`config.mk`:
```
export PLATFORM = sky130hd
export DESIGN_NAME = ttee_flags
export DESIGN_NICKNAME = d
export VERILOG_FILES = /design/src/design/ttee_pkg.sv /design/src/design/ttee_flags.sv
export SDC_FILE = /design/constraint.sdc
export NUM_CORES = 1
export LEC_CHECK = 0
export BUFFER_PORTS_ARGS = -buffer_cell sky130_fd_sc_hd__buf_2
export CAP_MARGIN = 10
export CORE_ASPECT_RATIO = 1.5
export CORE_MARGIN = 1
export CORE_UTILIZATION = 42
export CTS_CLUSTER_DIAMETER = 40
export CTS_CLUSTER_SIZE = 14
export DETAILED_ROUTE_END_ITERATION = 8
export HOLD_SLACK_MARGIN = 0.1
export SETUP_SLACK_MARGIN = 0.02
export SLEW_MARGIN = 20
export SYNTH_ARGS = -nofsm -noshare
export SYNTH_HDL_FRONTEND = slang
export SYNTH_SLANG_ARGS = --single-unit
```
`constraint.sdc`:
```
create_clock -name clk_i -period 7.2 [get_ports clk_i]
set_clock_uncertainty 0.1 [all_clocks]
set_input_delay 1.44 -clock clk_i [delete_from_list [all_inputs] [get_ports clk_i]]
set_output_delay 1.44 -clock clk_i [all_outputs]
set_load 0.05 [all_outputs]
```
`src/design/ttee_pkg.sv`:
```
`default_nettype none
package ttee_pkg;

  localparam int unsigned OPCODE_W = 2;
  localparam int unsigned ID_W = 6;
  localparam int unsigned PORT_TIME_W = 32;
  localparam int unsigned DEST_W = 8;

  localparam int unsigned TIMER_SLOTS_DEF = 64;
  localparam int unsigned TIME_BITS_DEF = 32;

  typedef enum logic [OPCODE_W-1:0] {
    OP_TICK = 2'd0,
    OP_SET  = 2'd1,
    OP_KILL = 2'd2
  } opcode_e;

  typedef enum logic [1:0] {
    ST_IDLE,
    ST_SCAN,
    ST_FLUSH
  } state_e;

  typedef struct packed {
    logic promote;
    logic arm;
    logic kill;
    logic retire;
  } flag_ctl_t;

endpackage
`default_nettype wire

```
`src/design/ttee_flags.sv`:
```
`default_nettype none
module ttee_flags
  import ttee_pkg::*;
#(
  parameter int unsigned NSLOT = TIMER_SLOTS_DEF,
  parameter int unsigned AW = 6
) (
  input  wire logic          clk_i,
  input  wire logic          rst_ni,
  input  wire flag_ctl_t     ctl_i,
  input  wire logic [AW-1:0] req_idx_i,
  input  wire logic [AW-1:0] scan_idx_i,
  output logic               req_busy_o,
  output logic               scan_act_o
);

  logic [NSLOT-1:0] act_q, act_d;
  logic [NSLOT-1:0] pend_q, pend_d;

  always_comb begin
    act_d  = act_q;
    pend_d = pend_q;
    if (ctl_i.promote) begin
      act_d  = act_q | pend_q;
      pend_d = '0;
    end
    if (ctl_i.arm) begin
      pend_d[req_idx_i] = 1'b1;
    end
    if (ctl_i.kill) begin
      act_d[req_idx_i] = 1'b0;
    end
    if (ctl_i.retire) begin
      act_d[scan_idx_i] = 1'b0;
    end
  end

  always_ff @(posedge clk_i or negedge rst_ni) begin
    if (!rst_ni) begin
      act_q  <= '0;
      pend_q <= '0;
    end else begin
      act_q  <= act_d;
      pend_q <= pend_d;
    end
  end

  assign req_busy_o = act_q[req_idx_i] | pend_q[req_idx_i];
  assign scan_act_o = act_q[scan_idx_i];

endmodule
`default_nettype wire

```
# == Yosys cells after proc, flatten, opt, wreduce, memory -nomap -nowiden ==
# Cells that the tools add are included.
# word_totals
mem_count,0
wordCells,30
out_inout_bits,2
ram_bits,0
inputBits,18
latchBits,0
register_bits,128
romBits,0
# classes
n_eq_ne,0
shifts,0
n_reduce_logical,2
div,0
bitwise_logic,7
mul,0
magnitude_cmp,4
addsub,0
mux,15
# op_table
op,n
2-to-1 mux 64 bit,5
AND 64 bit,2
inverter 64 bit,2
OR 64 bit,2
binary-select mux 1 bit (select 6 bit),3
< comparator 6 x 7 -> 1 bit (second input constant),2
demux 1 bit (select 6 bit),2
>= comparator 6 x 1 -> 1 bit (second input constant),2
2-to-1 mux 1 bit,5
logical AND 1 bit,2
OR 1 bit,1

# == Logic depth before layout (Yosys ltp) ==
# logic_depth
word_depth,9
depth_mapped,9
depth_no_buf,6

# == Worst setup path before layout ==
# No wires, ideal clock.
# synth_path
kind,input-to-output
start,input req_idx_i[2]
end,output req_busy_o
stages,6
path_buffers,1
required_ns,5.660
arrival_ns,3.171
slack_ns,2.489
cell_sequence,buf_4 mux4_2 a221oi_1 a31oi_1 nor3_1 o2111ai_1
# synth_between
elab_chain_cells,3
word_cells_on_any_way,5
cone_classes,mux: 4; bitwise: 1
# synth_lines
item,line,rtl
start: declaration,ttee_flags.sv:11,"input wire logic [AW-1:0] req_idx_i,"
binary-select mux 1 bit (select 6 bit),ttee_flags.sv:48,assign req_busy_o = act_q[req_idx_i] | pend_q[req_idx_i];
2-to-1 mux 1 bit (not written as such),ttee_flags.sv:48,
OR 1 bit (*),ttee_flags.sv:48,
end: declaration,ttee_flags.sv:13,"output logic req_busy_o,"
# Mark *: on every way between the ends. The rest lies on a longest branch, timed or not. The select of a mux whose other input is x is not followed.

# == Final worst setup path ==
# Same ends and word-level chain as after synthesis.

==> impl_metrics.py <==
metrics = {
    "run_status": {
        "status": "finished, final reports clean",
    },
    "drt": {
        "wl_per_cell_um": 29.31,
        "drt-met1-wl_um": 9944,
        "drt-total-wl_um": 26940,
        "postRouteAntennaNets": 0,
        "drc_errors": 0,
        "dr.max_layer_used": "met4",
        "viasPerCell": 6.985,
        "first_pass_iters": 5,
        "drt_iter0_drc": 736,
        "route.met2.wl_um": 12810,
        "wl_met3_um": 2213,
        "vias": 6419,
    },
    "placed_design": {
        "dp_slack_ps": 1565,
        "postPlaceCellArea_um2": 6925,
        "post-place-cells": 891,
        "numPortBuffers": 19,
        "routabilityCongestion": 1.006,
        "dpl.hpwl_um": 17730,
    },
    "synthesis": {
        "synth_top_family_by_area": "compound AO/OA/AOI/OAI gates",
        "ys_top_cells_by_area": "dfrtp_1, a221oi_1, o22ai_1",
        "netlist_area_um2": 6739,
        "yosys-top-cells-count": "dfrtp_1, a21oi_1, a221oi_1",
        "synth_top_area_cell": "dfrtp_1",
        "synth-simple-area-share_pct": 10.12,
        "synth_compound_area_share_pct": 30.23,
        "synth.most_common_cell": "dfrtp_1",
        "async_flop_share_pct": 100.0,
        "synth_edf_count": 0,
        "ys_warn_count": 0,
        "synthDistinctLibCells": 55,
        "postSynthCellCount": 713,
        "synth.net_count": 731,
        "synthAdderAreaFrac_pct": 0,
        "synth_xor_area_share_pct": 0,
        "ys_seq_elements": 128,
        "synth.area.mux_share_pct": 5.013,
        "synth_ff_type": "dfrtp_1",
        "netlist.area_leader.share_pct": 47.53,
        "syn_avg_cell_area_um2": 9.452,
        "seq_area_frac_synth_pct": 47.53,
    },
    "clock_tree": {
        "cts_hold_buffers": 0,
        "cts-buffers-inserted": 17,
        "cts_max_level": 4,
        "clkSinkCount": 128,
        "cts-root-buf": "clkbuf_16",
        "cts_tree": "done",
        "clock_path_buffers": 2,
        "cts.reportedPaths.clkPinSlew_ps": 50,
        "postCtsSetupBuffers": 0,
        "cts_resized": 0,
        "clock_latency_ps": 430,
    },
    "sta": {
        "setup-tns-final_ps": 0,
        "min_period_ps": 5701,
        "slew_violations": 0,
        "relSlewSlack_pct": 18.58,
        "holdWs_ps": 449.1,
        "worst_slew_pin_slew_ps": 1219,
        "min_period_over_period_pct": 79.18,
        "grt_setup_unrepaired": "false",
        "final.setup.worst_slack_ps": 1499,
        "setup_viol": 0,
        "timing.fmax_ghz": 0.1754,
        "finalHoldViolCount": 0,
    },
    "floorplanning": {
        "row_count": 56,
        "ios": 20,
        "start_util_pct": 42.94,
        "fp.coreArea_um2": 15700,
        "die_h_um": 157.1,
        "die_w_um": 105.4,
        "dieArea_um2": 16570,
    },
    "global_routing": {
        "antenna_found_initial": 0,
        "grt_pass1_vias": 6416,
        "grt_max_degree": 80,
        "grt_pass1_wl_um": 40550,
        "overflow": 0,
        "grt_use_total_pct": 34.07,
    },
    "critical_path": {
        "critical_path_class": "in2out",
        "critPathCaptureType": "output port",
        "critical_path_buf_inv_count": 2,
        "crit_required_ps": 5660,
        "critPathTopFamily": "simple AND/OR/NAND/NOR gates",
        "crit_path_cell_trace": "buf_2 > nor2b_1 > and2_1 > a221oi_1 > a21oi_1 > nor3_1 > o2111ai_1 > buf_2",
        "max_stage_delay_ps": 680,
        "worst_setup_path_start_kind": "input port",
        "cp_common_cell": "buf_2",
        "path_max_fanout": 41,
        "slowest_stage": "buf_2",
        "crit_arrival_ps": 4160,
    },
    "pwr": {
        "p_clk_share_pct": 39.1,
        "p_int_w": 0.001493,
        "power_frac_comb_pct": 16.9,
        "power.switching_w": 0.0006452,
        "cellPowerDensity_nw_per_um2": 285.4,
        "power_frac_seq_pct": 44.0,
        "switching_share_pct": 30.17,
        "p_leak_nw": 2.970,
        "ir_drop_mv": 0.1374,
    },
    "hold_path": {
        "hold_class": "reg2reg",
    },
    "cells_and_area": {
        "drive_gt1_share_pct": 10.89,
        "regArea_um2": 3203,
        "fillers": 1529,
        "multi_input_area_um2": 3062,
        "fin_nets": 725,
        "diodes": 0,
        "synthToLayoutAreaGrowth_pct": 11.18,
        "final_cell_area_um2": 7492,
        "instances_no_fill": 919,
    },
    "run": {
        "drv_cap": 0,
    },
}
[cell families after synthesis]
kind of cell / Yosys count
flip-flops: 128
buffers and inverters: 119
AND/OR/NAND/NOR: 141
multiplexers: 25
AO/OA/AOI/OAI: 300
[through the flow]
step	utilization, %	power (W)
floorplan	-	0.001145
finish	47.74	0.002139
global route	47.74	0.002207
global placement	44.12	0.001292
CTS	47.68	0.002126
detailed placement	44.12	0.001296
[power by group through the flow]
| stage | clock network [W] | registers [W] | logic [W] |
|---|---|---|---|
| 2_1_floorplan | 0 | 0.000885 | 0.000260 |
| 3_3_place_gp | 0 | 0.000946 | 0.000346 |
| 3_5_place_dp | 0 | 0.000944 | 0.000352 |
| 4_1_cts | 0.000838 | 0.000934 | 0.000354 |
| 5_1_grt | 0.000866 | 0.000946 | 0.000395 |
| 6_report | 0.000835 | 0.000941 | 0.000362 |
[worst reg2reg max path: stages, from the launching register on]
cell and delay (ps):
dfrtp_1 450, a21oi_1 110, a221oi_1 260
[state kept, by name (all words and copies together), names as in the netlist]
signal / flops
act_q: 64
pend_q: 64
[cell usage in the layout, fill, tap and decap left out, types with 3 or more instances in the layout]
cell,Yosys,routed
dfrtp_1,128,128
a31oi_1,5,5
a21oi_1,83,83
a211oi_1,8,8
clkinv_2,0,4
a32o_1,4,4
o211ai_1,7,7
buf_4,1,9
and3_1,4,4
nor2_1,55,55
o22ai_1,68,68
a221oi_1,70,70
clkbuf_8,0,3
nand2b_1,6,6
inv_1,66,66
and2_1,5,5
a21o_1,5,5
mux2_2,10,10
nor2b_1,13,13
o311ai_0,4,4
o21ai_0,15,15
nand3b_1,4,4
buf_2,17,17
a22oi_1,15,15
mux4_2,6,6
mux2i_1,9,9
nor3b_1,3,3
nor3_1,9,8
clkbuf_16,0,17
nand2_1,28,28
[path summary, 6_finish.rpt]
kind | from | endpoint | slack (ps) | cells past startpoint
worst max register to register | pend_q[62] | act_q[62] | 6170 | 2
worst max-delay path | req_idx_i[2] | req_busy_o | 1500 | 8
worst min register to register | pend_q[1] | pend_q[1] | 450 | 2
min in group asynchronous | rst_ni | pend_q[33] | 950 | 1
max in group asynchronous | rst_ni | act_q[21] | 4860 | 2
worst min-delay path | pend_q[1] | pend_q[1] | 450 | 2
[layout make-up]
cell class / instances / share of cell area [%]
flip-flops and latches: 128 / 42.75
clock inverters: 7 / 1.169
multi-input cells: 466 / 40.87
well taps: 203 / 3.390
inverters: 67 / 3.357
clock buffers: 21 / 6.279
repair buffers: 27 / 2.188
[layer usage]
layer	track usage, %	vias up
met2	55.23	425
met3	7.122	125
met1	40.43	3174
li1	-	2695
met5	0	-
met4	23.81	0
No activity file was read; power rests on OpenSTA's default activity.
