`src/design/ttee_pkg.sv`:
```
`default_nettype none
package ttee_pkg;

  localparam int unsigned OPCODE_W = 2;
  localparam int unsigned ID_W = 6;
  localparam int unsigned PORT_TIME_W = 32;
  localparam int unsigned DEST_W = 8;

  localparam int unsigned TIMER_SLOTS_DEF = 64;
  localparam int unsigned TIME_BITS_DEF = 32;

  typedef enum logic [OPCODE_W-1:0] {
    OP_TICK = 2'd0,
    OP_SET  = 2'd1,
    OP_KILL = 2'd2
  } opcode_e;

  typedef enum logic [1:0] {
    ST_IDLE,
    ST_SCAN,
    ST_FLUSH
  } state_e;

  typedef struct packed {
    logic promote;
    logic arm;
    logic kill;
    logic retire;
  } flag_ctl_t;

endpackage
`default_nettype wire

```
`src/design/ttee_scan_ctrl.sv`:
```
`default_nettype none
module ttee_scan_ctrl
  import ttee_pkg::*;
#(
  parameter int unsigned NSLOT = TIMER_SLOTS_DEF,
  parameter int unsigned TB = TIME_BITS_DEF,
  parameter int unsigned AW = 6,
  parameter int unsigned WORD_W = 2 * TB + 1 + DEST_W
) (
  input  wire logic                   clk_i,
  input  wire logic                   rst_ni,
  input  wire logic                   start_i,
  input  wire logic [OPCODE_W-1:0]    opcode_i,
  input  wire logic [ID_W-1:0]        timer_id_i,
  input  wire logic [PORT_TIME_W-1:0] interval_i,
  input  wire logic                   repeat_req_i,
  input  wire logic [DEST_W-1:0]      dest_i,
  input  wire logic [PORT_TIME_W-1:0] now_i,
  output logic                        busy_o,
  output logic                        valid_o,
  output logic                        fired_o,
  output logic [ID_W-1:0]             fired_id_o,
  output logic [DEST_W-1:0]           fired_dest_o,
  output logic                        accepted_o,
  output logic                        last_o,
  output flag_ctl_t                   flag_ctl_o,
  output logic [AW-1:0]               req_idx_o,
  output logic [AW-1:0]               scan_idx_o,
  input  wire logic                   req_busy_i,
  input  wire logic                   scan_act_i,
  output logic                        mem_we_o,
  output logic [AW-1:0]               mem_waddr_o,
  output logic [WORD_W-1:0]           mem_wdata_o,
  output logic [AW-1:0]               mem_raddr_o,
  input  wire logic [WORD_W-1:0]      mem_rdata_i
);

  localparam logic [AW-1:0] LAST_IDX = AW'(NSLOT - 1);

  state_e state_q, state_d;
  logic [AW-1:0] eval_idx_q, eval_idx_d;
  logic [TB-1:0] now_q, now_d;

  logic              buf_vld_q, buf_vld_d;
  logic [AW-1:0]     buf_id_q, buf_id_d;
  logic [DEST_W-1:0] buf_dest_q, buf_dest_d;

  logic              valid_q, valid_d;
  logic              fired_q, fired_d;
  logic [ID_W-1:0]   id_q, id_d;
  logic [DEST_W-1:0] dest_q, dest_d;
  logic              acc_q, acc_d;
  logic              last_q, last_d;

  logic [TB-1:0]     in_ivl, in_now;
  logic [TB-1:0]     r_ivl, r_start, elapsed;
  logic              r_rep;
  logic [DEST_W-1:0] r_dest;
  logic              hit, in_range;

  assign in_ivl  = TB'(interval_i);
  assign in_now  = TB'(now_i);
  assign r_ivl   = mem_rdata_i[WORD_W-1 -: TB];
  assign r_start = mem_rdata_i[WORD_W-1-TB -: TB];
  assign r_rep   = mem_rdata_i[DEST_W];
  assign r_dest  = mem_rdata_i[DEST_W-1:0];
  assign elapsed = now_q - r_start;
  assign hit     = scan_act_i && (r_ivl != '0) && (elapsed >= r_ivl);

  assign in_range  = {26'd0, timer_id_i} < 32'(NSLOT);
  assign req_idx_o = AW'(timer_id_i);
  assign scan_idx_o = eval_idx_q;

  always_comb begin
    state_d     = state_q;
    eval_idx_d  = eval_idx_q;
    now_d       = now_q;
    buf_vld_d   = buf_vld_q;
    buf_id_d    = buf_id_q;
    buf_dest_d  = buf_dest_q;
    valid_d     = 1'b0;
    fired_d     = 1'b0;
    id_d        = '0;
    dest_d      = '0;
    acc_d       = 1'b0;
    last_d      = 1'b0;
    flag_ctl_o  = '0;
    mem_we_o    = 1'b0;
    mem_waddr_o = req_idx_o;
    mem_wdata_o = {in_ivl, in_now, repeat_req_i, dest_i};
    mem_raddr_o = eval_idx_q + AW'(1);

    case (state_q)
      ST_IDLE: begin
        mem_raddr_o = '0;
        if (start_i) begin
          case (opcode_e'(opcode_i))
            OP_TICK: begin
              flag_ctl_o.promote = 1'b1;
              eval_idx_d = '0;
              now_d      = in_now;
              buf_vld_d  = 1'b0;
              state_d    = ST_SCAN;
            end
            OP_SET: begin
              valid_d = 1'b1;
              last_d  = 1'b1;
              if (in_range && !req_busy_i) begin
                flag_ctl_o.arm = 1'b1;
                mem_we_o = 1'b1;
                acc_d    = 1'b1;
              end
            end
            OP_KILL: begin
              valid_d = 1'b1;
              last_d  = 1'b1;
              acc_d   = 1'b1;
              flag_ctl_o.kill = in_range;
            end
            default: begin
              valid_d = 1'b1;
              last_d  = 1'b1;
            end
          endcase
        end
      end
      ST_SCAN: begin
        if (hit) begin
          mem_waddr_o = eval_idx_q;
          mem_wdata_o = {r_ivl, now_q, r_rep, r_dest};
          mem_we_o    = r_rep;
          flag_ctl_o.retire = !r_rep;
          if (buf_vld_q) begin
            valid_d = 1'b1;
            fired_d = 1'b1;
            id_d    = ID_W'(buf_id_q);
            dest_d  = buf_dest_q;
            acc_d   = 1'b1;
          end
          buf_vld_d  = 1'b1;
          buf_id_d   = eval_idx_q;
          buf_dest_d = r_dest;
        end
        if (eval_idx_q == LAST_IDX) begin
          state_d = ST_FLUSH;
        end else begin
          eval_idx_d = eval_idx_q + AW'(1);
        end
      end
      ST_FLUSH: begin
        valid_d = 1'b1;
        acc_d   = 1'b1;
        last_d  = 1'b1;
        if (buf_vld_q) begin
          fired_d = 1'b1;
          id_d    = ID_W'(buf_id_q);
          dest_d  = buf_dest_q;
        end
        buf_vld_d = 1'b0;
        state_d   = ST_IDLE;
      end
      default: begin
        state_d = ST_IDLE;
      end
    endcase
  end

  always_ff @(posedge clk_i or negedge rst_ni) begin
    if (!rst_ni) begin
      state_q   <= ST_IDLE;
      buf_vld_q <= 1'b0;
      valid_q   <= 1'b0;
    end else begin
      state_q   <= state_d;
      buf_vld_q <= buf_vld_d;
      valid_q   <= valid_d;
    end
  end

  always_ff @(posedge clk_i) begin
    eval_idx_q <= eval_idx_d;
    now_q      <= now_d;
    buf_id_q   <= buf_id_d;
    buf_dest_q <= buf_dest_d;
    fired_q    <= fired_d;
    id_q       <= id_d;
    dest_q     <= dest_d;
    acc_q      <= acc_d;
    last_q     <= last_d;
  end

  assign busy_o       = (state_q != ST_IDLE);
  assign valid_o      = valid_q;
  assign fired_o      = fired_q;
  assign fired_id_o   = id_q;
  assign fired_dest_o = dest_q;
  assign accepted_o   = acc_q;
  assign last_o       = last_q;

endmodule
`default_nettype wire
```
`config.mk`:
```
export PLATFORM = sky130hd
export DESIGN_NAME = ttee_scan_ctrl
export DESIGN_NICKNAME = d
export VERILOG_FILES = /design/src/design/ttee_pkg.sv /design/src/design/ttee_scan_ctrl.sv
export SDC_FILE = /design/constraint.sdc
export NUM_CORES = 1
export LEC_CHECK = 0
export ABC_AREA = 1
export BUFFER_PORTS_ARGS = -buffer_cell sky130_fd_sc_hd__buf_2
export CAP_MARGIN = 20
export CORE_ASPECT_RATIO = 1.1
export CORE_MARGIN = 2
export CORE_UTILIZATION = 53
export DETAILED_ROUTE_END_ITERATION = 16
export GPL_TIMING_DRIVEN = 0
export PLACE_DENSITY = 0.88
export SLEW_MARGIN = 30
export SYNTH_ARGS = -nofsm -noshare
export SYNTH_HDL_FRONTEND = slang
export SYNTH_SLANG_ARGS = --single-unit
```
`constraint.sdc`:
```
create_clock -name clk_i -period 5.45 [get_ports clk_i]
set_input_delay 0.545 -clock clk_i [delete_from_list [all_inputs] [get_ports clk_i]]
set_output_delay 0.545 -clock clk_i [all_outputs]
set_load 0.01 [all_outputs]
```
# After elaboration in Yosys (flattened, before gate mapping)

Cells that the tools add are included.

Add/subtract/negate cells: 2
Multipliers: 0
Divide/modulo/power cells: 0
$lt $le $gt $ge: 1
Eq/ne operators: 10
Shifts and indexed selects: 0
Multiplexer cells: 44
Bitwise operators: 0
Reduce and logical (&&, ||, !) cells: 14

Operators by type and width:

| cell                | number |
|---|---|
| $mux 73             | 2 |
| $mux 6              | 8 |
| $ge 32x32->1        | 1 |
| $reduce_bool 32->1  | 1 |
| $sub 32x32->32      | 1 |
| $pmux 6 s2          | 2 |
| $mux 1              | 16 |
| $mux 8              | 2 |
| $pmux 8 s2          | 1 |
| $pmux 1 s3          | 3 |
| $ne 2x2->1 const B  | 4 |
| $pmux 1 s2          | 4 |
| $reduce_and 4->1    | 2 |
| $add 6x1->6 const B | 1 |
| $eq 6x6->1 const B  | 1 |
| $mux 2              | 3 |
| $mux 3              | 2 |
| $reduce_and 3->1    | 2 |
| $eq 2x1->1 const B  | 2 |
| $eq 2x2->1 const B  | 2 |
| $logic_not 2->1     | 2 |
| $pmux 2 s2          | 1 |
| $reduce_bool 2->1   | 2 |
| $reduce_bool 3->1   | 1 |
| other kinds (4)     | 5 |

Register bits: 73
Bits in latches: 0
RAM bits: 0
Bits in read-only memories: 0
Bits of input ports: 159
Output and inout port bits: 121
Logic and storage cells: 83
Memories: 0

# Longest topological paths before layout

Gate-level depths: netlist (run 1).

Word-level depth: 5
Gate-level depth with buffers: 28

# Least setup slack after synthesis (run 1)

OpenSTA, ideal clock, no wires.

Kind: input -> output
Start point: in mem_rdata_i[9]
End point: out mem_waddr_o[0]
Arrival time: 3.308 ns
Data required time: 4.905 ns
Path slack: 1.597 ns
Stages on the path: 22
Cell sequence: ha_1 > inv_1 > fa_1 > nand3_1 > nand2_1 > a21oi_1 > o21ai_1 > nand3_1 > nand2_1 > xor2_1 > ha_1 > nand2_1 > nor2_1 > nand2_1 > nor2_1 > nand2_1 > nand2_2 > nand2_4 > inv_2 > buf_2 > nand2_1 > nand2_1

Longest elaborated chain between the ends: 5

RTL lines:

| item              | RTL line              | text |
|---|---|---|
| from (decl)       | ttee_scan_ctrl.sv:35  | `input wire logic [WORD_W-1:0] mem_rdata_i` |
| $sub 32x32->32    | ttee_scan_ctrl.sv:67  | `assign elapsed = now_q - r_start;` |
| $ge 32x32->1      | ttee_scan_ctrl.sv:68  | `assign hit = scan_act_i && (r_ivl != '0) && (elapsed >= r_ivl);` |
| $logic_and 1x1->1 | ttee_scan_ctrl.sv:68  |  |
| $mux 6            | ttee_scan_ctrl.sv:128 | `if (hit) begin` |
| $mux 6            | ttee_scan_ctrl.sv:93  | `case (state_q)` |
| to (decl)         | ttee_scan_ctrl.sv:32  | `output logic [AW-1:0] mem_waddr_o,` |

Every way passes these cells.

# Worst setup path after layout (run 1)

Start point: reg now_q[0]
End point: out mem_wdata_o[43]

Longest elaborated chain between the ends: 5

RTL lines:

| item                   | RTL line              | text |
|---|---|---|
| from (decl)            | ttee_scan_ctrl.sv:42  | `logic [TB-1:0] now_q, now_d;` |
| from (signal assigned) | ttee_scan_ctrl.sv:182 | `now_q <= now_d;` |
| $sub 32x32->32         | ttee_scan_ctrl.sv:67  |  |
| $ge 32x32->1           | ttee_scan_ctrl.sv:68  |  |
| $logic_and 1x1->1      | ttee_scan_ctrl.sv:68  |  |
| $mux 73                | ttee_scan_ctrl.sv:128 |  |
| $mux 73                | ttee_scan_ctrl.sv:93  |  |
| to (decl)              | ttee_scan_ctrl.sv:33  | `output logic [WORD_W-1:0] mem_wdata_o,` |

Every way passes these cells.

==> out/metrics.cfg, run 1 <==
[run_status]
outcome = finished, final reports clean

[layout]
syn_to_final_growth_pct = 29.77
final_common_cell = nand2_1
final_cell_area_um2 = 8476
multi_input_area_um2 = 3759
fin_nets = 1448
layout.cells.non_filler = 1376
drive_above_1_share = 0.2807
regArea_um2 = 2002
nFillCells = 1013
final_cell_mix = 294 x nand2_1, 282 x buf_2, 152 x inv_1
fin_util = 0.7043
antenna_cells = 0

[place]
dpl.hpwl_um = 16800
dp.cells = 1359
place_congestion = 0.9792
io_buffers = 279
placed_cell_area_um2 = 8155

[synth]
synthFlopType = edfxtp_1
synth_edf_count = 52
yosysWarnings = 0
ys_seq_area_frac = 0.3065
synthCells = 925
synth-async-reset-ratio = 0.05479
netlist_area_um2 = 6531
syn_area_per_cell_um2 = 7.061
synth-seq-cells = 73
synth.distinct_cells = 40
syn_nets = 1156

[power]
ir_drop_mv = 0.2929
power.internal_w = 0.001487
p_switching_w = 0.0009954
p_seq_frac = 0.303
pwr-share-comb = 0.447
clkPwrFrac = 0.250
netSwitchingFraction = 0.4010
power.density_nw_per_um2 = 292.9
leakage_nw = 4.758

[worst_setup_path]
reg2reg_depth = 20
worstPathArrival_ns = 4.51
crit_path_end = mem_wdata_o[43]
cp_max_fo = 10
critical_path_class = register to output pin
reg2reg_slack_ns = 1.35
crit_path_end_kind = output pin
r2r_end = buf_vld_q
crit_start = now_q[0]
cp-start-kind = register
required_ns = 4.91
r2r_start = now_q[0]

[clock_tree]
clk_latency_ns = 0.34
clock_path_buffers = 2
clkTransAtPathRegs_ns = 0.07
cts_buffers = 9
htree_num_levels = 3
clockRootBuffer = clkbuf_16
cts_tree = built
clock-sinks = 73

[grt]
antenna_found_initial = 0
grt_pass1_wl_um = 31280
grt_usage = 0.3063
grt_max_degree = 24
grt_overflow = 0
grt_pass1_vias = 6710

[timing]
slew_headroom = 0.4515
maxSlewViolCount = 0
tightest_slew_ns = 0.8141
fmax_mhz = 197.7
finalSetupViolations = 0
fin_crit_sh = 0.9280
layout_min_cycle_time_ns = 5.057
timing.setup.tns_ns = 0
hold_viol_final = 0
clock_skew_ns = 0.009685
rsz0062_at_grt = no

[drt]
postRouteAntennaNets = 0
drc = 0
vias_per_cell = 5.105
drtIter0Drc = 384
post_drt_wl_per_cell_um = 14.80
first_pass_iters = 5
num_vias = 7025
wl_um = 20360

[die]
start_util = 0.5427
core_um2 = 12030
num_rows = 42
io_pins = 280
fp.dieH_um = 120.4
die_x_um = 109.8
die_area_um2 = 13230

[min_path]
hold_class = input port to register
worstHoldStart = mem_rdata_i[7]

[flow_run]
max_cap_viol_count = 0

## metrics by stage
stage	total power, W	hold WS (ns)	setup WS [ns]
final	0.002482	0.3865	0.3927
after CTS	0.002485	0.3831	0.3677
after global routing	0.002645	0.3861	0.01728
after floorplan	0.001457	0.2494	1.597
after detailed placement	0.001864	0.3576	0.5997
after global placement	0.001831	0.3570	0.6315
## worst min-delay path by stage
stage	to	slack (ns)	cells after the start
2_1_floorplan	buf_vld_q	0.25	0
3_3_place_gp	valid_o	0.36	1
3_5_place_dp	valid_o	0.36	1
4_1_cts	now_q[17]	0.38	1
5_1_grt	now_q[23]	0.39	1
6_report	buf_dest_q[7]	0.39	1
## cells by family (layout without fill, tap and decap cells)
family                     count (synthesis)  after routing  synth area share
and+or+nand+nor                          437            437            0.2805
buffers and inverters                    179            476            0.1192
AOI/OAI and AO/OA                        133            133            0.1132
DFF                                       73             73            0.3065
adders and majority gates                 72             72            0.1391
xor gates and xnor gates                  31             31           0.04157
## synth_stat cells, types with 2 or more instances
| library cell | instances | area, µm² |
|---|---|---|
| a21o_1 | 5 | 37.54 |
| a21oi_1 | 50 | 250.2 |
| a31oi_1 | 3 | 18.77 |
| buf_2 | 4 | 20.02 |
| buf_4 | 9 | 67.56 |
| buf_6 | 9 | 101.4 |
| clkbuf_1 | 3 | 11.26 |
| dfrtp_1 | 4 | 100.1 |
| dfxtp_1 | 17 | 340.3 |
| edfxtp_1 | 52 | 1562 |
| ha_1 | 71 | 888.4 |
| inv_1 | 152 | 570.6 |
| inv_2 | 2 | 7.510 |
| nand2_1 | 294 | 1104 |
| nand2_2 | 2 | 12.51 |
| nand2_4 | 2 | 22.52 |
| nand3_1 | 23 | 115.1 |
| nand4_1 | 9 | 56.30 |
| nor2_1 | 82 | 307.8 |
| nor2_4 | 10 | 112.6 |
| nor3_1 | 4 | 20.02 |
| nor4_1 | 5 | 31.28 |
| o21a_1 | 4 | 30.03 |
| o21ai_0 | 47 | 235.2 |
| o21ai_1 | 8 | 40.04 |
| o21ai_2 | 4 | 35.03 |
| o21bai_1 | 6 | 45.04 |
| or2_2 | 3 | 18.77 |
| xnor2_1 | 6 | 52.55 |
| xor2_1 | 25 | 219.0 |
## worst max-delay path, cell delays in order (launching register included)
cell and delay, ns:
edfxtp_1 0.35, inv_1 0.10, ha_1 0.17, inv_1 0.06, fa_1 0.41, nand3_1 0.10, nand2_1 0.11, a21oi_1 0.36
o21ai_1 0.25, a21oi_1 0.21, xor2_1 0.21, ha_1 0.26, nand2_1 0.09, nor2_1 0.07, nand2_1 0.07, nand3_1 0.12
a21oi_1 0.18, nand2_2 0.09, nand2_4 0.15, clkbuf_1 0.44, o21ai_0 0.17, buf_2 0.17
## routing by layer
layer | routed length, µm | GRT usage
met1 | 8144 | 0.3617
met4 | 630 | 0.1123
met3 | 1288 | 0.04205
met2 | 10300 | 0.5544
met5 | 0 | 0
## state kept, by name, summed over array words and instances, names as in the netlist
register and count:
fired_id_o 6, buf_id_q 6, last_o 1, valid_o 1, now_q 32, fired_o 1, scan_idx_o 6, buf_vld_q 1
buf_dest_q 8, fired_dest_o 8, accepted_o 1, state_q 2
## what timing repair did
action	in CTS	in global routing
endpoints found under the hold margin	3	0
hold buffers	1	0
resized for setup	0	1
endpoints found under the setup margin	0	7
buffers inserted	0	0
## power by group through the flow
stage / sequential [W] / combinational [W] / clock, W
final: 0.000752 / 0.00111 / 0.000620
after global routing: 0.000760 / 0.00125 / 0.000639
after CTS: 0.000752 / 0.00111 / 0.000623
after detailed placement: 0.000762 / 0.00110 / 0
after global placement: 0.000762 / 0.00107 / 0
after floorplan: 0.000767 / 0.000689 / 0
## area by class of cell
cell class / count / share of cell area
multi-input combinational: 673 / 0.4435
sequential: 73 / 0.2362
timing repair buffer: 281 / 0.1692
inverter: 154 / 0.06820
clock buffer: 9 / 0.02657
buffer: 25 / 0.02391
tap: 154 / 0.02273
clock inverter: 7 / 0.009743
No activity file was read; power rests on OpenSTA's default activity.
==> run 2: changes to the inputs <==
- clock period: 5.45 -> 6.1 ns (I/O delays scaled with it)
==> out/metrics.cfg, run 2 (same netlist as run 1, synthesis figures left out) <==
[drt]
first_pass_iters = 5  ; unchanged
drtIter0Drc = 392  ; +2.1%
num_vias = 6993  ; -0.46%
postRouteAntennaNets = 0  ; unchanged
wl_um = 20410  ; +0.24%
vias_per_cell = 5.086  ; -0.38%
drc = 0  ; unchanged
post_drt_wl_per_cell_um = 14.84  ; +0.31%

[timing]
clock_skew_ns = 0.01077  ; +0.001088 ns
hold_viol_final = 0  ; unchanged
tightest_slew_ns = 0.8056  ; -0.008541 ns
rsz0062_at_grt = no
fin_hold_ws_ns = 0.06287  ; -0.3236 ns
fmax_mhz = 193.3
maxSlewViolCount = 0  ; unchanged
fin_ws_ns = 0.9265  ; +0.5339 ns
finalSetupViolations = 0  ; unchanged
timing.setup.tns_ns = 0  ; unchanged
slew_headroom = 0.4573  ; +0.005755
fin_crit_sh = 0.8481
layout_min_cycle_time_ns = 5.173

[die]
fp.dieH_um = 120.4  ; unchanged
start_util = 0.5427  ; unchanged
die_x_um = 109.8  ; unchanged
io_pins = 280  ; unchanged
core_um2 = 12030  ; unchanged
num_rows = 42  ; unchanged
die_area_um2 = 13230  ; unchanged

[min_path]
hold_class = input port to asynchronous set/reset pin

[grt]
grt_pass1_wl_um = 31280  ; unchanged
grt_max_degree = 24  ; unchanged
grt_overflow = 0  ; unchanged
antenna_found_initial = 0  ; unchanged
grt_usage = 0.3063  ; unchanged
grt_pass1_vias = 6710  ; unchanged

[run_status]
outcome = finished, final reports clean

[place]
place_congestion = 0.9792  ; unchanged
dp_slack_ns = 1.120  ; +0.5200 ns
dp.cells = 1359  ; unchanged
io_buffers = 279  ; unchanged
dpl.hpwl_um = 16800  ; unchanged

[clock_tree]
clockRootBuffer = clkbuf_16
cts_tree = built
clkTransAtPathRegs_ns = 0.07  ; about the same
ctsResizeCount = 0  ; unchanged
cts_buffers = 9  ; unchanged
clk_latency_ns = 0.34  ; about the same
htree_num_levels = 3  ; unchanged
holdBufCountCts = 0  ; -1
post-cts-setup-buffers = 0  ; unchanged
clock-sinks = 73  ; unchanged
clock_path_buffers = 2  ; unchanged

[layout]
syn_to_final_growth_pct = 29.58
nFillCells = 1015  ; +0.20%
drive_above_1_share = 0.2809  ; about the same
largest_reg_flops = 32  ; unchanged
final_common_cell = nand2_1
antenna_cells = 0  ; unchanged
regMostFlops = now_q
fin_nets = 1447  ; -0.069%
layout.cells.non_filler = 1375  ; -0.073%
final_cell_mix = 294 x nand2_1, 283 x buf_2, 152 x inv_1

[worst_setup_path]
cp-start-kind = register
critical_path_class = register to output pin
reg2reg_depth = 20  ; unchanged
worstPathArrival_ns = 4.56  ; +0.05 ns
crit_path_end_kind = output pin
cp_max_fo = 23  ; +13
required_ns = 5.49  ; +0.58 ns

[power]
clkPwrFrac = 0.249  ; about the same
ir_drop_mv = 0.2617  ; -11%
leakage_nw = 4.754  ; about the same
pwr-share-comb = 0.447  ; about the same
p_seq_frac = 0.303  ; about the same
netSwitchingFraction = 0.4013  ; about the same
power.density_nw_per_um2 = 262.1  ; -11%
p_switching_w = 0.0008902  ; -11%
power.internal_w = 0.001328  ; -11%
power_w = 0.002218  ; -11%

[flow_run]
max_cap_viol_count = 0  ; unchanged

-- run 2: cell count changes in the layout (fill, tap and decap cells not counted) --
| cell | delta |
|---|---|
| clkbuf_4 | -1 |
| buf_2 | +1 |
| dlygate4sd3_1 | -1 |
-- run 2: final timing paths --
check | endpoint | slack (ns) | from
worst max-delay path | mem_wdata_o[40] | 0.93 | now_q[0]
worst min-delay path | valid_o | 0.06 | rst_ni
worst max register to register | buf_id_q[4] | 1.88 | now_q[0]
worst min register to register | fired_dest_o[2] | 0.47 | buf_dest_q[2]
max in group asynchronous | state_q[1] | 5.91 | rst_ni
min in group clk_i | buf_dest_q[7] | 0.45 | mem_rdata_i[7]
-- run 2: final cells by class --
type | count | area, µm² | area share
buffer | 25 | 200.2 | 0.02365
clock buffer | 9 | 225.2 | 0.02661
clock inverter | 7 | 82.58 | 0.009758
inverter | 154 | 578.1 | 0.06830
multi-input combinational | 673 | 3759 | 0.4441
sequential | 73 | 2002 | 0.2365
tap | 154 | 192.7 | 0.02277
timing repair buffer | 280 | 1424 | 0.1682
-- run 2: routing by layer --
metal,part of all wire,track usage
met5,0,0
met3,0.063,0.04205
met1,0.40,0.3617
met4,0.029,0.1123
met2,0.51,0.5544
-- run 2: worst max-delay path: stages, from the launching register on --
cell and delay (ns):
edfxtp_1 0.35, inv_1 0.10, ha_1 0.16, inv_1 0.06, fa_1 0.41, nand3_1 0.10
nand2_1 0.11, a21oi_1 0.36, o21ai_1 0.25, a21oi_1 0.21, xor2_1 0.11, ha_1 0.28
nand2_1 0.07, nor2_1 0.15, nand4_1 0.17, nor2_1 0.13, nand2_1 0.07, nand2_2 0.07
nand2_4 0.11, inv_2 0.09, buf_2 0.46, nand2_1 0.12, nand2_1 0.10, buf_2 0.14
-- run 2: through the flow --
step | area [µm²] | util
final | 8463 | 0.7033
after global routing | 8463 | 0.7033
after CTS | 8463 | 0.7033
after detailed placement | 8155 | 0.6777
after global placement | 8120 | 0.6748
after floorplan | 6531 | -
-- run 2: power by group through the flow --
stage                     Clock [W]  Sequential, W  Combinational [W]
final                      0.000553       0.000673           0.000992
after global routing       0.000571       0.000680            0.00111
after CTS                  0.000557       0.000672           0.000991
after detailed placement          0       0.000680           0.000985
after global placement            0       0.000680           0.000956
after floorplan                   0       0.000686           0.000616
==> run 3: changes to the inputs <==
- ABC_AREA: 1 -> 0
- CORE_UTILIZATION: 53 -> 44
- PLACE_DENSITY: 0.88 -> 0.78
- clock period: 6.1 -> 4.5 ns (I/O delays scaled with it)
==> out/metrics.cfg, run 3 <==
[run_status]
outcome = finished with violations
violations = setup timing

[synth]
netlist_area_um2 = 6309  ; -3.4%
yosysWarnings = 0  ; unchanged
synthCells = 632  ; -32%
syn_nets = 863  ; -25%
synth_top_area_frac = 0.2475  ; +0.008440
synthTopCellsByCount = 77 x inv_1, 71 x ha_1, 56 x mux2_2
synth.distinct_cells = 59  ; +48%
synth_edf_count = 52  ; unchanged
synthFlopType = edfxtp_1
netlist_top_cells_area = edfxtp_1 25%, ha_1 14%, mux2_2 10%
synth-async-reset-ratio = 0.05479  ; unchanged
synth-seq-cells = 73  ; unchanged
syn_area_per_cell_um2 = 9.982  ; +41%
yosys.area.top_type = edfxtp_1
yosysMostFrequentCell = inv_1
ys_seq_area_frac = 0.3173  ; +0.01082

[timing]
tightest_slew_ns = 0.5915  ; -0.2141 ns
slew_headroom = 0.6049  ; +0.1477
rsz0062_at_grt = yes
fin_ws_ns = -0.7742  ; -1.701 ns
finalSetupViolations = 108  ; +108
fmax_mhz = 189.6
clock_skew_ns = 0.009643  ; -0.001130 ns
layout_min_cycle_time_ns = 5.274
hold_viol_final = 0  ; unchanged
fin_crit_sh = 1.172
maxSlewViolCount = 0  ; unchanged
fin_hold_ws_ns = 0.2782  ; +0.2154 ns

[clock_tree]
clkTransAtPathRegs_ns = 0.07  ; about the same
htree_num_levels = 3  ; unchanged
clk_latency_ns = 0.35  ; about the same
clockRootBuffer = clkbuf_16
cts_tree = built
clock_path_buffers = 2  ; unchanged
clock-sinks = 73  ; unchanged
cts_buffers = 9  ; unchanged

[die]
core_um2 = 13910  ; +16%
fp.dieH_um = 129.6  ; +7.6%
die_x_um = 118.2  ; +7.6%
num_rows = 45  ; +7.1%
start_util = 0.4536  ; -0.08911
io_pins = 280  ; unchanged
die_area_um2 = 15310  ; +16%

[drt]
drc = 0  ; unchanged
vias_per_cell = 5.447  ; +7.1%
postRouteAntennaNets = 0  ; unchanged
wl_um = 21460  ; +5.1%
post_drt_wl_per_cell_um = 18.50  ; +25%
num_vias = 6318  ; -9.7%
first_pass_iters = 5  ; unchanged
drtIter0Drc = 309  ; -21%

[worst_setup_path]
required_ns = 4.05  ; -1.44 ns
path_cells = ha_1, a2111oi_2, a2111oi_4, nor3_2, nand4_1, a21oi_1, a211oi_2, ha_1, a21o_1, a21o_1, a21oi_1, o21ai_2, a211o_1, nand2_4, inv_4, buf_12, buf_12, mux2_4, buf_6
cp_max_fo = 10  ; -57%
cpPeakStageDelay_ns = 0.64  ; +0.18 ns
cp-start-kind = register
crit_path_end_kind = output pin
cp_slowest_cell = a2111oi_2
critical_path_class = register to output pin
worstPathArrival_ns = 4.82  ; +0.26 ns

[layout]
regMostFlops = now_q
syn_to_final_growth_pct = 55.73
largest_reg_flops = 32  ; unchanged
final_common_cell = buf_2
layout.cells.non_filler = 1160  ; -16%
fin_util = 0.7064  ; +0.003168
final_cell_area_um2 = 9824  ; +16%
drive_above_1_share = 0.4887  ; +0.2077
fin_nets = 1196  ; -17%
final_cell_mix = 202 x buf_2, 94 x buf_6, 75 x inv_1

[place]
io_buffers = 279  ; unchanged
dpl.hpwl_um = 15280  ; -9.1%
dp_slack_ns = -1.007  ; -2.127 ns
placed_cell_area_um2 = 7976  ; -2.2%
dp.cells = 1100  ; -19%
place_congestion = 0.8648  ; -12%

[grt]
use_met1 = 0.2868  ; -0.07490
grt_pass1_wl_um = 30930  ; -1.1%
grt.busiest_layer = met2
antenna_found_initial = 2  ; +2
grt_usage = 0.2577  ; -0.04868
met2_usage = 0.4770  ; -0.07740
grt_pass1_vias = 6148  ; -8.4%
grt_overflow = 0  ; unchanged
grt_max_degree = 20  ; -17%
met3_usage = 0.06558  ; +0.02353

[power]
power.density_nw_per_um2 = 314.1  ; +20%
ir_drop_mv = 0.3560  ; +36%
leakage_nw = 5.030  ; +5.8%

[flow_run]
max_cap_viol_count = 0  ; unchanged

[min_path]
hold_class = input port to register

-- run 3: worst max-delay path: cells and delay by family, from the launching register on --
family,cells,cell delay (ns)
buf+inv,4,0.46
fa+ha+maj,2,0.69
flops,1,0.42
mux,1,0.30
simple gates,3,0.58
compound gates,9,2.00
-- run 3: metal layers --
metal / share of wire / wire length [µm]
met5: 0 / 0
met4: 0.030 / 645
met3: 0.077 / 1653
met2: 0.51 / 10880
met1: 0.39 / 8273
-- run 3: path summary, 6_finish.rpt --
path / cells after the start / slack, ns / start / endpoint
min in group asynchronous: 2 / 0.45 / rst_ni / valid_o
max in group asynchronous: 2 / 3.92 / rst_ni / state_q[0]
min reg2reg: 1 / 0.47 / buf_id_q[1] / fired_id_o[1]
max reg2reg: 22 / -0.29 / now_q[6] / fired_dest_o[6]
min: 1 / 0.28 / now_i[6] / now_q[6]
max: 19 / -0.77 / now_q[6] / mem_wdata_o[35]
-- run 3: power breakdown --
| part | total, W | switching (W) | internal, W |
|---|---|---|---|
| registers | 0.000909 | 0.0000826 | 0.000826 |
| clock network | 0.000744 | 0.000325 | 0.000419 |
| logic | 0.00143 | 0.000735 | 0.000698 |
| total | 0.00309 | 0.00114 | 0.00194 |
-- run 3: area by class of cell --
cell class              count  area, µm²
diodes                      2      5.005
plain buffers              26      276.5
clock buffers              10      250.2
clock inverters             6      55.05
fillers                  1011       4083
inverters                  78      295.3
multi-input cells         454       4207
flip-flops and latches     73       2002
well taps                 188      235.2
repair buffers            323       2499
-- run 3: kinds of logic (layout without fill, tap and decap cells) --
group	after synthesis	count (layout)	share of synthesized area
xor+xnor	30	30	0.04165
other cells	0	2	0
compound gates	156	156	0.1720
buf+inv	105	443	0.07259
flops	73	73	0.3173
simple gates	117	117	0.09778
fa+ha+maj	72	72	0.1440
mux	79	79	0.1547
-- run 3: what timing repair did --
action	CTS	global route
endpoints found under the hold margin	4	0
setup endpoints to repair	112	112
pin swaps	23	18
gates resized for setup	140	86
cloned	4	5
buffers inserted	23	13
hold buffers	1	0
-- run 3: per-stage QoR --
| step | TNS (ns) | power, W |
|---|---|---|
| final | -64.71 | 0.003086 |
| after floorplan | 0 | 0.001639 |
| after global placement | -84.53 | 0.002046 |
| after detailed placement | -85.17 | 0.002073 |
| after global routing | -85.49 | 0.003260 |
| after CTS | -64.56 | 0.002977 |
